$ cat src/rtl/emulation_prevention_removal_defines.svh
// Assertion macros shared by the emulation prevention removal RTL.
// Each macro expects signals named clk and rst in the enclosing module.
`ifndef EMULATION_PREVENTION_REMOVAL_DEFINES_SVH
`define EMULATION_PREVENTION_REMOVAL_DEFINES_SVH

// Same-cycle implication, disabled during reset.
`define EPR_ASSERT_NOW(lbl, ante, cons) \
  lbl: assert property (@(posedge clk) disable iff (rst) (ante) |-> (cons)) \
    else $error("epr assertion failed");

// Next-cycle implication, disabled during reset.
`define EPR_ASSERT_NEXT(lbl, ante, cons) \
  lbl: assert property (@(posedge clk) disable iff (rst) (ante) |=> (cons)) \
    else $error("epr assertion failed");

`endif

$ cat src/rtl/epr_pkg.sv
package epr_pkg;

  localparam int MAX_TRAIL_ZEROS_DEFAULT = 31;
  localparam int COUNT_BITS_DEFAULT = 24;
  localparam int QUEUE_DEPTH = 4;

  // Widest held zero run over the allowed parameter range (up to 63).
  localparam int RUN_W = 6;
  localparam int OUT_COUNT_W = 24;

  localparam logic [7:0] ZERO_BYTE = 8'h00;
  localparam logic [7:0] EPB_BYTE = 8'h03;
  localparam logic [7:0] STOP_BYTE = 8'h80;
  localparam logic [1:0] ZERO_RUN_EPB = 2'd2;
  localparam logic [1:0] ZERO_RUN_SAT = 2'd3;

  localparam logic [1:0] ST_OK = 2'd0;
  localparam logic [1:0] ST_NO_STOP = 2'd1;
  localparam logic [1:0] ST_OVERFLOW = 2'd2;

  // One classified item: an optional release of a held stop byte and its
  // zeros, an optional kept byte, and an optional closing result.
  typedef struct packed {
    logic rel;
    logic [RUN_W-1:0] rel_zeros;
    logic keep;
    logic [7:0] byte_val;
    logic fin;
    logic [OUT_COUNT_W-1:0] count;
    logic [1:0] st;
  } epr_cmd_t;

endpackage

$ cat src/rtl/epr_front.sv
module epr_front #(
  parameter int MAX_TRAIL_ZEROS = 31,
  parameter int COUNT_BITS = 24
) (
  input  logic clk,
  input  logic rst,
  input  logic push,
  input  logic [7:0] in_byte,
  input  logic last,
  input  logic cfg_valid,
  input  logic cfg_data,
  input  logic q_full,
  output logic q_push,
  output epr_pkg::epr_cmd_t q_data
);
  import epr_pkg::*;

  localparam int ZCNT_W = $clog2(MAX_TRAIL_ZEROS + 1);

  logic emit_bytes;
  logic held_stop, held_stop_next;
  logic [ZCNT_W-1:0] held_zero_count, held_zero_count_next;
  logic [1:0] zero_run, zero_run_next;
  logic [COUNT_BITS-1:0] kept_count, kept_count_next, kept_sat;
  logic overflow_seen, overflow_seen_next;

  logic accept;
  logic rel, keep;
  logic [ZCNT_W:0] inc;
  logic [COUNT_BITS:0] sum;
  logic [1:0] st;

  assign accept = push && !q_full;

  always_comb begin
    held_stop_next = held_stop;
    held_zero_count_next = held_zero_count;
    zero_run_next = zero_run;
    overflow_seen_next = overflow_seen;
    rel = 1'b0;
    keep = 1'b0;
    if (accept) begin
      if (in_byte == ZERO_BYTE) begin
        if (zero_run != ZERO_RUN_SAT) begin
          zero_run_next = zero_run + 2'd1;
        end
        if (held_stop) begin
          if (held_zero_count < ZCNT_W'(MAX_TRAIL_ZEROS)) begin
            held_zero_count_next = held_zero_count + ZCNT_W'(1);
          end else begin
            overflow_seen_next = 1'b1;
          end
        end else begin
          keep = 1'b1;
        end
      end else begin
        rel = held_stop;
        held_stop_next = 1'b0;
        held_zero_count_next = '0;
        zero_run_next = '0;
        if (!(in_byte == EPB_BYTE && zero_run == ZERO_RUN_EPB)) begin
          if (in_byte == STOP_BYTE) begin
            held_stop_next = 1'b1;
          end else begin
            keep = 1'b1;
          end
        end
      end
    end
  end

  // A release keeps the stop byte plus its held zeros.
  always_comb begin
    inc = '0;
    if (rel) begin
      inc = {1'b0, held_zero_count} + (ZCNT_W + 1)'(1);
    end
    if (keep) begin
      inc = inc + (ZCNT_W + 1)'(1);
    end
  end

  assign sum = {1'b0, kept_count} + (COUNT_BITS + 1)'(inc);
  // The count is capped at all ones, so a carry out means saturation.
  assign kept_sat = sum[COUNT_BITS] ? '1 : sum[COUNT_BITS-1:0];

  always_comb begin
    if (overflow_seen_next) begin
      st = ST_OVERFLOW;
    end else if (held_stop_next) begin
      st = ST_OK;
    end else begin
      st = ST_NO_STOP;
    end
  end

  assign kept_count_next = (accept && last) ? '0 : (accept ? kept_sat : kept_count);

  assign q_push = accept && ((emit_bytes && (rel || keep)) || last);

  always_comb begin
    q_data.rel = rel && emit_bytes;
    q_data.rel_zeros = RUN_W'(held_zero_count);
    q_data.keep = keep && emit_bytes;
    q_data.byte_val = in_byte;
    q_data.fin = last;
    q_data.count = OUT_COUNT_W'(kept_sat);
    q_data.st = st;
  end

  always_ff @(posedge clk) begin
    if (rst) begin
      emit_bytes <= 1'b1;
      held_stop <= 1'b0;
      held_zero_count <= '0;
      zero_run <= '0;
      kept_count <= '0;
      overflow_seen <= 1'b0;
    end else begin
      if (cfg_valid) begin
        emit_bytes <= cfg_data;
      end
      kept_count <= kept_count_next;
      if (accept && last) begin
        held_stop <= 1'b0;
        held_zero_count <= '0;
        zero_run <= '0;
        overflow_seen <= 1'b0;
      end else begin
        held_stop <= held_stop_next;
        held_zero_count <= held_zero_count_next;
        zero_run <= zero_run_next;
        overflow_seen <= overflow_seen_next;
      end
    end
  end

endmodule

$ cat src/rtl/epr_queue.sv
module epr_queue #(
  parameter int DEPTH = 4
) (
  input  logic clk,
  input  logic rst,
  input  logic push,
  input  epr_pkg::epr_cmd_t data_in,
  output logic full,
  input  logic pop,
  output logic valid,
  output epr_pkg::epr_cmd_t data_out
);
  import epr_pkg::*;

  localparam int PTR_W = (DEPTH > 1) ? $clog2(DEPTH) : 1;
  localparam int CNT_W = $clog2(DEPTH + 1);

  epr_cmd_t entries [DEPTH];
  logic [PTR_W-1:0] wr_ptr, rd_ptr;
  logic [CNT_W-1:0] count;
  logic do_push, do_pop;

  assign full = (count == CNT_W'(DEPTH));
  assign valid = (count != '0);
  assign do_push = push && !full;
  assign do_pop = pop && valid;
  assign data_out = entries[rd_ptr];

  always_ff @(posedge clk) begin
    if (do_push) begin
      entries[wr_ptr] <= data_in;
    end
  end

  always_ff @(posedge clk) begin
    if (rst) begin
      wr_ptr <= '0;
      rd_ptr <= '0;
      count <= '0;
    end else begin
      if (do_push) begin
        wr_ptr <= (wr_ptr == PTR_W'(DEPTH - 1)) ? '0 : wr_ptr + PTR_W'(1);
      end
      if (do_pop) begin
        rd_ptr <= (rd_ptr == PTR_W'(DEPTH - 1)) ? '0 : rd_ptr + PTR_W'(1);
      end
      if (do_push && !do_pop) begin
        count <= count + CNT_W'(1);
      end else if (do_pop && !do_push) begin
        count <= count - CNT_W'(1);
      end
    end
  end

endmodule

$ cat src/rtl/epr_back.sv
`include "emulation_prevention_removal_defines.svh"

module epr_back #(
  parameter int MAX_TRAIL_ZEROS = 31
) (
  input  logic clk,
  input  logic rst,
  input  logic q_valid,
  input  epr_pkg::epr_cmd_t q_data,
  output logic q_pop,
  output logic empty,
  input  logic pop,
  output logic [7:0] out_byte,
  output logic is_final,
  output logic [epr_pkg::OUT_COUNT_W-1:0] byte_count,
  output logic [1:0] status
);
  import epr_pkg::*;

  localparam int ZCNT_W = $clog2(MAX_TRAIL_ZEROS + 1);

  logic rel_stop, rel_stop_next;
  logic [ZCNT_W-1:0] zeros_left, zeros_left_next;
  logic keep_pend, keep_pend_next;
  logic [7:0] keep_val, keep_val_next;
  logic fin_pend, fin_pend_next;
  logic [OUT_COUNT_W-1:0] fin_count, fin_count_next;
  logic [1:0] fin_st, fin_st_next;

  logic out_valid;
  logic out_free, any_pend, issue, rest, load;
  logic [7:0] beat_byte;
  logic beat_fin;
  logic [OUT_COUNT_W-1:0] beat_count;
  logic [1:0] beat_st;

  assign out_free = !out_valid || pop;
  assign any_pend = rel_stop || (zeros_left != '0) || keep_pend || fin_pend;
  assign issue = any_pend && out_free;

  // Beats leave in order: stop byte, its zeros, the kept byte, the closing beat.
  always_comb begin
    rel_stop_next = rel_stop;
    zeros_left_next = zeros_left;
    keep_pend_next = keep_pend;
    fin_pend_next = fin_pend;
    beat_byte = ZERO_BYTE;
    beat_fin = 1'b0;
    beat_count = '0;
    beat_st = ST_OK;
    if (issue) begin
      if (rel_stop) begin
        beat_byte = STOP_BYTE;
        rel_stop_next = 1'b0;
      end else if (zeros_left != '0) begin
        zeros_left_next = zeros_left - ZCNT_W'(1);
      end else if (keep_pend) begin
        beat_byte = keep_val;
        keep_pend_next = 1'b0;
      end else begin
        beat_fin = 1'b1;
        beat_count = fin_count;
        beat_st = fin_st;
        fin_pend_next = 1'b0;
      end
    end
  end

  assign rest = rel_stop_next || (zeros_left_next != '0) || keep_pend_next || fin_pend_next;
  assign load = q_valid && !rest;
  assign q_pop = load;

  always_comb begin
    keep_val_next = keep_val;
    fin_count_next = fin_count;
    fin_st_next = fin_st;
    if (load) begin
      keep_val_next = q_data.byte_val;
      fin_count_next = q_data.count;
      fin_st_next = q_data.st;
    end
  end

  always_ff @(posedge clk) begin
    keep_val <= keep_val_next;
    fin_count <= fin_count_next;
    fin_st <= fin_st_next;
    if (issue) begin
      out_byte <= beat_byte;
      is_final <= beat_fin;
      byte_count <= beat_count;
      status <= beat_st;
    end
  end

  always_ff @(posedge clk) begin
    if (rst) begin
      rel_stop <= 1'b0;
      zeros_left <= '0;
      keep_pend <= 1'b0;
      fin_pend <= 1'b0;
      out_valid <= 1'b0;
    end else begin
      if (load) begin
        rel_stop <= q_data.rel;
        zeros_left <= q_data.rel ? ZCNT_W'(q_data.rel_zeros) : '0;
        keep_pend <= q_data.keep;
        fin_pend <= q_data.fin;
      end else begin
        rel_stop <= rel_stop_next;
        zeros_left <= zeros_left_next;
        keep_pend <= keep_pend_next;
        fin_pend <= fin_pend_next;
      end
      if (issue) begin
        out_valid <= 1'b1;
      end else if (pop) begin
        out_valid <= 1'b0;
      end
    end
  end

  assign empty = !out_valid;

  `EPR_ASSERT_NOW(a_zero_cap, 1'b1, zeros_left <= ZCNT_W'(MAX_TRAIL_ZEROS))
  `EPR_ASSERT_NOW(a_final_byte, out_valid && is_final, out_byte == ZERO_BYTE)
  `EPR_ASSERT_NOW(a_byte_fields, out_valid && !is_final, byte_count == '0 && status == ST_OK)
  `EPR_ASSERT_NOW(a_load_valid, q_pop, q_valid && !rest)
  `EPR_ASSERT_NEXT(a_issue_fills, issue, out_valid)

endmodule

$ cat src/rtl/emulation_prevention_removal.sv
// Channel   Signals                                         Beat moves when
// input     push, full, in_byte, last                       push && !full
// result    empty, pop, out_byte, is_final, byte_count,     pop && !empty
//           status
// config    cfg_valid, cfg_ready, cfg_data (emit_bytes)     cfg_valid && cfg_ready
//
// The front classifies one input byte per cycle and writes at most one command
// into a four-entry queue. The back turns each command into result beats at one
// beat per cycle while the output is not stalled: a byte that releases a held stop
// byte with N zeros gives N + 2 beats, or N + 1 when that byte is itself dropped or
// held, plus the closing beat on a last byte.
// Input stalls only when the queue is full; result stalls hold the output register.
// Reset is synchronous and active high; it clears all control state and sets
// emit_bytes to 1. Configuration is taken in any cycle.
module emulation_prevention_removal #(
  parameter int MAX_TRAIL_ZEROS = epr_pkg::MAX_TRAIL_ZEROS_DEFAULT,
  parameter int COUNT_BITS = epr_pkg::COUNT_BITS_DEFAULT
) (
  input  logic clk,
  input  logic rst,
  input  logic push,
  output logic full,
  input  logic [7:0] in_byte,
  input  logic last,
  output logic empty,
  input  logic pop,
  output logic [7:0] out_byte,
  output logic is_final,
  output logic [epr_pkg::OUT_COUNT_W-1:0] byte_count,
  output logic [1:0] status,
  input  logic cfg_valid,
  output logic cfg_ready,
  input  logic cfg_data
);
  import epr_pkg::*;

  epr_cmd_t fq_data, bq_data;
  logic q_push, q_full, q_pop, q_valid;

  assign cfg_ready = 1'b1;
  assign full = q_full;

  epr_front #(
    .MAX_TRAIL_ZEROS(MAX_TRAIL_ZEROS),
    .COUNT_BITS(COUNT_BITS)
  ) u_front (
    .clk(clk),
    .rst(rst),
    .push(push),
    .in_byte(in_byte),
    .last(last),
    .cfg_valid(cfg_valid && cfg_ready),
    .cfg_data(cfg_data),
    .q_full(q_full),
    .q_push(q_push),
    .q_data(fq_data)
  );

  epr_queue #(
    .DEPTH(QUEUE_DEPTH)
  ) u_queue (
    .clk(clk),
    .rst(rst),
    .push(q_push),
    .data_in(fq_data),
    .full(q_full),
    .pop(q_pop),
    .valid(q_valid),
    .data_out(bq_data)
  );

  epr_back #(
    .MAX_TRAIL_ZEROS(MAX_TRAIL_ZEROS)
  ) u_back (
    .clk(clk),
    .rst(rst),
    .q_valid(q_valid),
    .q_data(bq_data),
    .q_pop(q_pop),
    .empty(empty),
    .pop(pop),
    .out_byte(out_byte),
    .is_final(is_final),
    .byte_count(byte_count),
    .status(status)
  );

endmodule

$ cat config.mk
export PLATFORM = sky130hd
export DESIGN_NAME = emulation_prevention_removal
export DESIGN_NICKNAME = d
export VERILOG_FILES = /design/src/rtl/epr_pkg.sv /design/src/rtl/epr_front.sv /design/src/rtl/epr_queue.sv /design/src/rtl/epr_back.sv /design/src/rtl/emulation_prevention_removal.sv
export VERILOG_INCLUDE_DIRS = /design/src /design/src/rtl
export SDC_FILE = /design/constraint.sdc
export NUM_CORES = 1
export LEC_CHECK = 0
export ABC_CLOCK_PERIOD_IN_PS = 10300
export BUFFER_PORTS_ARGS = -buffer_cell sky130_fd_sc_hd__buf_2
export CORE_MARGIN = 5
export CORE_UTILIZATION = 59
export DETAILED_ROUTE_END_ITERATION = 10
export PLACE_DENSITY = 0.77
export SYNTH_ARGS = -nofsm -noshare
export SYNTH_HDL_FRONTEND = slang
export SYNTH_SLANG_ARGS = --single-unit
export TNS_END_PERCENT = 5
$ cat constraint.sdc
create_clock -name clk -period 10.3 [get_ports clk]
set_input_delay 2.575 -clock clk [delete_from_list [all_inputs] [get_ports clk]]
set_output_delay 2.575 -clock clk [all_outputs]
set_load 0.02 [all_outputs]
== Yosys cells after proc, flatten, opt, wreduce, memory -nomap -nowiden ==
Memories as Yosys holds them, arrays and structs flattened. A register that Yosys moved wholly into a read port is not among the register bits.
Cells that the tools add are included.

* Register bits: 119
* Memory bits (writable): 168
* Input bits: 15
* Output and inout port bits: 38
* Logic and storage cells: 138
* Memories kept: 1

{| class="wikitable"
|+ Memory list
! memory !! words !! width !! read ports !! clocked after memory_dff !! write ports !! RTL line !! source
|-
| u_queue.entries || 4 || 42 || 1 || 1 || 1 || epr_queue.sv:18 || <nowiki>epr_cmd_t entries [DEPTH];</nowiki>
|}

* Add/sub/neg operators: 10
* Order comparisons: 1
* Eq/ne operators: 10
* Muxes and demuxes: 54
* Bitwise logic cells: 1
* Reduce and logical (&&, ||, !) cells: 39

{| class="wikitable"
|+ Operators by type and width
! operator !! count
|-
| 5-bit two-way mux || 8
|-
| 1-bit two-way mux || 32
|-
| 24-bit by 6-bit adder with 25-bit output || 1
|-
| 24-bit two-way mux || 1
|-
| 8-bit two-way mux || 2
|-
| 2-bit two-way mux || 7
|-
| 1-bit logical AND || 13
|-
| 6-bit two-way mux || 2
|-
| 5-bit nonzero test || 2
|-
| 1-bit logical OR || 9
|-
| 8-bit by 2-bit == test with 1-bit output (second input constant) || 1
|-
| 8-bit == test (second input constant) || 1
|-
| 8-bit logical NOT || 1
|-
| 2-bit by 1-bit adder with 2-bit output (second input constant) || 3
|-
| 5-bit by 1-bit adder with 6-bit output (second input constant) || 1
|-
| 6-bit by 1-bit adder with 6-bit output (second input constant) || 1
|-
| 2-bit == test (second input constant) || 3
|-
| 3-bit two-way mux || 2
|-
| 2-bit inequality test (second input constant) || 3
|-
| 3-bit OR reduction || 2
|-
| 5-bit by 1-bit adder with 5-bit output (second input constant) || 1
|-
| 1-bit logical NOT || 5
|-
| 5-bit less-than comparator (second input constant) || 1
|-
| 5-bit by 1-bit subtractor with 5-bit output (second input constant) || 1
|-
| other kinds (10) || 12
|}

== Depth between registers and ports, before layout ==
Gate-level depths: netlist of the first run.

* Depth after elaboration: 16
* Gate-level depth with buffers: 16
* Gate-level depth less buffers: 14

== Modules after synthesis ==
Synthesis of the first run repeated with hierarchy kept, for this count alone.

* Cells, all modules: 808
* Area total of the unflattened synthesis: 12280.5 µm²

{| class="wikitable"
|+ By module, submodules not included
! module !! times used !! cells each !! area each (µm²) !! sequential area each (µm²)
|-
| epr_queue || 1 || 275 || 6705.2 || 5345.1
|-
| epr_back || 1 || 180 || 2889.0 || 2252.2
|-
| epr_front || 1 || 351 || 2675.1 || 680.7
|-
| emulation_prevention_removal || 1 || 2 || 11.3 || 0.0
|}

== Least setup slack after synthesis of the first run ==
No wires, ideal clock.

* Path type: input to register
* Start point: in in_byte[1]
* End point: mem u_queue.entries[0][21] in the netlist's numbering, data pin
* Library setup time: 0.279 ns
* Arrival: 5.770 ns
* Data required time: 10.021 ns
* Slack: 4.252 ns
* Cell stages on the path: 15
* Buffers on the path: 1
* Path through: nor4_1 nand2_1 and3_1 and2_1 ha_1 and3_1 and3_1 nor3_1 ha_1 o21a_1 a21oi_1 a21o_1 buf_6 nor3_1 or3b_2

{| class="wikitable"
|+ RTL lines
! what !! RTL line !! source
|-
| from (decl) || emulation_prevention_removal.sv:23 || <nowiki>input logic [7:0] in_byte,</nowiki>
|-
| to (decl) || epr_queue.sv:18 ||
|}

==> reports/results.tsv, run 1 <==
stage	metric	value	unit
placement	input/output buffers	51	
die	Die W	153	microns
synth	Yosys top cell area share	59.1	%
synth	ranking of synthesized cells by area	edfxtp_1 (59%), dfxtp_1 (8.6%), mux4_2 (7.1%)	
power	Worst VDD drop	145	uV
power	switch share	29.4	%
worst_setup_path	crit-path max FO	10	
global_routing	largest net degree at the start of global routing	52	
synth	cell taking the most area after synthesis	edfxtp_1	
routing	total number of vias	7058	
sta	Slew @ Worst Pin	1.20	ns
clocking	hold buffers post-CTS	0	
die	initial core utilization	59.7	%
sta	clock skew	0.0219	ns
synth	sequential cell area fraction in the yosys report	67.8	%
synth	Cells after Synth	813	
worst_setup_path	startpoint types	primary input	
worst_setup_path	Critical Path Sink	u_queue.entries[0][21]$_DFFE_PP_	
power	register share of total power	47.7	%
sta	Setup-failing EPs final	0	
worst_setup_path	Worst EP arrival	6.52	ns
cells_and_area	ratio of cells with drive above 1 in the final layout	19.8	%
synth	async set-reset flop share out of synthesis	0	%
placement	GPL Wtd Cong	0.860	
cells_and_area	final non-filler cell area	13500	sq um
global_routing	Overflow after GRT	0	
global_routing	vias in the first global route	7273	
clocking	post-CTS setup buffer count	0	
placement	post-DP HPWL	14400	microns
worst_setup_path	reg2reg path depth	15	
worst_hold_path	Hold Path Stages	1	
sta	Final Hold Fails	0	
worst_hold_path	Hold Path Origin	u_back.fin_count[10]$_DFFE_PN_	
power	combinational power share	23.1	%
routing	routed length per placed instance	20.4	microns
worst_setup_path	Crit Path Category	in -> reg	
cells_and_area	synth-to-layout area growth	12.0	%
global_routing	initial antenna violation count	0	
global_routing	gr usage total	20.5	%
clocking	Worst-Skew Late Latency	0.55	ns
cells_and_area	final-layout fill cell count	1386	
routing	Routed Antenna Nets	0	
synth	Post-synth top cells	edfxtp_1 (237), dfxtp_1 (52), nand2_1 (46), and2_1 (44), a21oi_1 (43)	
die	Die H	153	microns
worst_setup_path	reg-to-reg endpoint	u_queue.entries[0][21]$_DFFE_PP_	
sta	Setup TNS	0	ns
sta	Final min period	6.26	ns
clocking	Root Buffer	clkbuf_16	
sta	post-route setup slack	4.04	ns
die	Core Area	20200	sq um
synth	count leader, synth	edfxtp_1	
sta	Max Clk Rate	0.160	GHz
sta	RSZ-0062 raised after global routing	no	
clocking	post-cts sizing count	0	
clocking	Worst-path clk slew	0.06	ns
worst_hold_path	HP Class	reg -> reg	
placement	Post-DP Area	12600	sq um
routing	drt total wl	23600	microns
power	LEAKAGE	4.62	nW
sta	crit share post-route	60.8	%
synth	Post-synth top flop	edfxtp_1	
synth	Synth Net Count	847	
power	NetSw	1.01	mW
worst_setup_path	CP startpoint	in_byte[7]	
power	power density over the cells	255	nW/um^2
synth	Seq cells post-synth	289	
routing	Via density	6.10	
clocking	Clock Sinks	289	
synth	Post-synth EDFFs	237	
placement	dpl ws	3.53	ns
run	MaxCap Viol Count	0	
worst_setup_path	RR Startpoint	u_queue.count[2]$_SDFFE_PP0P_	
sta	Rel. slew slack	20.0	%
die	IO Pins	53	
sta	Max Slew Vio Count	0	
worst_setup_path	Data required, critical path	10.56	ns
power	Internal	2.43	mW
clocking	CTS tree	yes	
clocking	H-tree depth	1	
cells_and_area	NumNets Final	900	
worst_setup_path	worst reg-to-reg setup slack	5.64	ns
routing	DRC violations left	0	
sta	WHS	0.515	ns
synth	Post-Syn Area	12000	sq um
power	Clk pwr share	29.2	%
synth	Synth cell types	70	
routing	DRT Pass-1 Iters	5	
global_routing	first-pass GRT wire length	38700	microns
synth	synth warn	0	
worst_setup_path	CP endpoint kind	flop	
cells_and_area	ANT cells	0	
die	cell row count	52	
power	Pwr Total	3.44	mW
synth	Post-Syn Area per Cell	14.8	sq um
clocking	CTS buffer count	28	
routing	DR iter-0 viols	705	
run_status	run status	completed	
clocking	deepest clock path buffer count	3	
die	die area	23400	sq um
[worst max-delay path, cell delays in order]
cell and delay [ns]:
buf_2 0.15, nor4_1 0.37, nand2_1 0.27, and3_1 0.31, and2_1 0.20, ha_1 0.21
and3_1 0.16, and3_1 0.17, nor3_1 0.21, ha_1 0.33, o21a_1 0.19, a21oi_1 0.42
a21o_1 0.38, nor3_1 0.08, or3b_2 0.49
[through the flow]
| stage | util, % | std cells |
|---|---|---|
| 5_1_grt | 66.9 | 1157 |
| 2_1_floorplan | - | 813 |
| 3_5_place_dp | 62.3 | 1106 |
| 6_report | 66.9 | 1157 |
| 3_3_place_gp | 62.3 | 1106 |
| 4_1_cts | 66.9 | 1157 |
[registers in the layout, summed over array words and instances, names as in the netlist, 2 cells and up, named ones only]
register                 cells
u_queue.count                3
u_back.status                2
u_back.out_byte              8
u_front.kept_count          24
u_queue.wr_ptr               2
u_back.zeros_left            5
u_front.held_zero_count      5
u_back.fin_st                2
u_queue.rd_ptr               2
u_back.keep_val              8
u_queue.entries            168
u_back.byte_count           24
u_back.fin_count            24
u_front.zero_run             2
[routing by layer]
metal	track usage (%)	wire length, microns	vias to the layer above
met5	0	0	-
met4	6.19	493	0
met3	2.77	1590	40
met2	34.3	11700	266
met1	28.4	9790	3494
li1	-	-	3258
[power by group through the flow]
| stage | logic [mW] | clock network [mW] | registers [mW] |
|---|---|---|---|
| 6_report | 0.795 | 1.00 | 1.64 |
| 5_1_grt | 0.871 | 1.08 | 1.66 |
| 4_1_cts | 0.809 | 1.02 | 1.64 |
| 3_5_place_dp | 0.804 | 0 | 1.66 |
| 3_3_place_gp | 0.776 | 0 | 1.66 |
| 2_1_floorplan | 0.458 | 0 | 1.75 |
[cells by family (layout without fill, tap and decap cells)]
kind of cell    count (synthesis)  in the layout  share of synthesized area (%)
other cells                     1              1                         0.0312
fa+ha+maj                      19             19                           2.10
compound gates                141            141                           7.81
simple gates                  237            237                           10.6
flops                         289            289                           67.8
buf+inv                        57            131                           2.01
xor+xnor                       19             19                           1.38
mux                            50             50                           8.28
[final cells by class]
| type | count | area, sq um | share of cell area (%) |
|---|---|---|---|
| Timing Repair Buffer | 62 | 338 | 2.51 |
| Inverter | 18 | 67.6 | 0.501 |
| Sequential cell | 289 | 8160 | 60.5 |
| Multi-Input combinational cell | 467 | 3660 | 27.1 |
| Clock inverter | 15 | 140 | 1.04 |
| Clock buffer | 36 | 783 | 5.81 |
| Tap cell | 270 | 338 | 2.51 |
[cells in the final DEF (no fill, tap or decap), types with 5 or more instances in the layout]
cell / netlist / routed
dfxtp_1: 52 / 50
nor2_1: 39 / 39
buf_4: 3 / 11
mux2_2: 6 / 6
o2111ai_1: 5 / 5
nand2_1: 46 / 46
and2_1: 44 / 40
clkbuf_16: 0 / 30
xnor2_1: 11 / 11
ha_1: 17 / 17
xor2_1: 8 / 8
nand4_1: 6 / 6
mux4_2: 38 / 38
o21ai_0: 22 / 22
nor3_1: 15 / 14
a21oi_1: 43 / 42
clkbuf_1: 29 / 5
nor4_1: 10 / 10
nand3_1: 20 / 20
nand3b_1: 6 / 6
mux2i_1: 5 / 5
inv_1: 18 / 18
nand2b_1: 9 / 9
and3_1: 14 / 14
edfxtp_1: 237 / 237
a311oi_1: 7 / 7
a31oi_1: 14 / 14
clkinv_2: 0 / 6
a211oi_1: 9 / 9
buf_2: 1 / 51
nor2b_1: 6 / 6
[how the worst min path moves through the flow]
stage	end
after CTS	u_back.byte_count[19]$_SDFFCE_PP0N_
after floorplan	u_queue.count[2]$_SDFFE_PP0P_
final	u_back.byte_count[10]$_SDFFCE_PP0N_
after global routing	u_back.out_byte[4]$_SDFFCE_PP0N_
after detailed placement	u_back.byte_count[19]$_SDFFCE_PP0N_
after global placement	flop
Note: power is estimated with default switching activity, not from simulation.
==> run 2, diff against run 1 <==
- ABC_CLOCK_PERIOD_IN_PS: 10300 -> 5800
- clock period: 10.3 -> 5.8 ns (I/O delays scaled with it)
==> reports/results.tsv, run 2 (synthesis gave the netlist of run 1 again) <==
stage	metric	value	unit	change
clocking	post-CTS setup buffer count	0		unchanged
cells_and_area	commonest non-fill, non-tap cell in the layout	edfxtp_1		
cells_and_area	commonest non-fill, non-tap cells in the layout	edfxtp_1 (237), buf_2 (51), dfxtp_1 (50)		
cells_and_area	synth-to-layout area growth	12.1	%	about the same
clocking	CTS buffer count	28		unchanged
die	cell row count	52		unchanged
worst_setup_path	Crit Path Category	in -> reg		
power	Worst VDD drop	314	uV	+120%
clocking	CTS tree	yes		
run	MaxCap Viol Count	0		unchanged
cells_and_area	largest register by flop count	u_queue.entries		
die	IO Pins	53		unchanged
clocking	H-tree depth	1		unchanged
global_routing	Overflow after GRT	0		unchanged
clocking	Clock Sinks	289		unchanged
die	Die W	153	microns	unchanged
power	LEAKAGE	4.62	nW	+0.16%
sta	Rel. slew slack	20.5	%	+0.55 points
sta	post-route setup slack	0.882	ns	-3.16 ns
routing	DRT Pass-1 Iters	5		unchanged
cells_and_area	ratio of cells with drive above 1 in the final layout	20.1	%	+0.27 points
clocking	hold buffers post-CTS	0		unchanged
sta	Max Slew Vio Count	0		unchanged
cells_and_area	ANT cells	0		unchanged
routing	DR iter-0 viols	704		-0.14%
cells_and_area	NumNets Final	904		+0.44%
placement	dpl ws	0.404	ns	-3.12 ns
die	Core Area	20200	sq um	unchanged
placement	GPL Wtd Cong	0.922		+7.2%
cells_and_area	Largest register FFs	168		unchanged
global_routing	first-pass GRT wire length	39300	microns	+1.6%
worst_setup_path	CP endpoint kind	flop		
die	Die H	153	microns	unchanged
global_routing	gr usage total	20.7	%	+0.27 points
routing	Routed Antenna Nets	0		unchanged
sta	WHS	0.504	ns	-0.0114 ns
placement	input/output buffers	51		unchanged
routing	DRC violations left	0		unchanged
routing	drt total wl	24100	microns	+2.2%
worst_setup_path	crit-path max FO	10		unchanged
routing	Via density	6.11		about the same
clocking	deepest clock path buffer count	3		unchanged
global_routing	vias in the first global route	7281		+0.11%
sta	Final min period	4.92	ns	
die	initial core utilization	59.7	%	unchanged
sta	Setup TNS	0	ns	unchanged
clocking	Root Buffer	clkbuf_16		
worst_setup_path	Data required, critical path	6.06	ns	-4.50 ns
global_routing	largest net degree at the start of global routing	52		unchanged
sta	Setup-failing EPs final	0		unchanged
placement	post-DP HPWL	15200	microns	+5.6%
die	die area	23400	sq um	unchanged
sta	crit share post-route	84.8	%	
sta	Max Clk Rate	0.203	GHz	
clocking	Worst-path clk slew	0.06	ns	about the same
worst_setup_path	Worst EP arrival	5.17	ns	-1.35 ns
run_status	run status	completed		
worst_setup_path	startpoint types	primary input		
sta	RSZ-0062 raised after global routing	no		
clocking	post-cts sizing count	0		unchanged
sta	Slew @ Worst Pin	1.19	ns	-0.00830 ns
routing	routed length per placed instance	20.8	microns	+2.0%
global_routing	initial antenna violation count	0		unchanged
sta	clock skew	0.0138	ns	-0.00812 ns
sta	Final Hold Fails	0		unchanged
power	power density over the cells	452	nW/um^2	+77%
routing	total number of vias	7082		+0.34%
clocking	Worst-Skew Late Latency	0.54	ns	about the same
worst_hold_path	HP Class	reg -> reg		
-- run 2: layout make-up --
cell class                      instances  area [sq um]
Clock buffer                           33           761
Clock inverter                         17           136
Fill cell                            1386          6680
Inverter                               18          67.6
Multi-Input combinational cell        467          3660
Sequential cell                       289          8160
Tap cell                              270           338
Timing Repair Buffer                   66           368
-- run 2: critical path, stage by stage --
cell	delay, ns
buf_2	0.15
nor4_1	0.39
nand2_1	0.27
and3_1	0.30
and2_1	0.19
ha_1	0.21
and3_1	0.15
and3_1	0.18
nor3_1	0.18
ha_1	0.32
and3_2	0.25
nand3b_1	0.22
a21o_1	0.33
nor3_1	0.08
or3b_2	0.49
-- run 2: per-stage QoR --
stage	instance area [sq um]	util, %	total power [mW]	instances
after detailed placement	12600	62.4	4.39	1110
after CTS	13500	66.9	6.15	1160
after global placement	12600	62.4	4.32	1110
after floorplan	12000	-	3.92	813
after global routing	13500	66.9	6.39	1160
final	13500	66.9	6.09	1160
-- run 2: final timing paths --
path	start	to	slack [ns]	depth (start not counted)
min reg2reg	u_queue.count[2]$_SDFFE_PP0P_	u_queue.count[2]$_SDFFE_PP0P_	0.50	2
min	u_queue.count[2]$_SDFFE_PP0P_	u_queue.count[2]$_SDFFE_PP0P_	0.50	2
max	in_byte[7]	u_queue.entries[3][21]$_DFFE_PP_	0.88	15
max reg2reg	u_queue.count[2]$_SDFFE_PP0P_	u_queue.entries[3][21]$_DFFE_PP_	1.38	14
-- run 2: per-layer routing --
metal | global-route usage, % | part of all wire (%) | vias up
met2 | 35.4 | 50 | 221
met1 | 28.7 | 43 | 3548
met3 | 2.57 | 5.4 | 39
met4 | 5.43 | 2.1 | 0
li1 | - | - | 3274
met5 | 0 | 0 | -
-- run 2: power breakdown --
group | total [mW] | leakage, nW | switching (mW) | internal, mW
registers | 2.92 | 2.62 | 0.116 | 2.80
clock network | 1.75 | 0.436 | 0.735 | 1.02
logic | 1.42 | 1.57 | 0.952 | 0.470
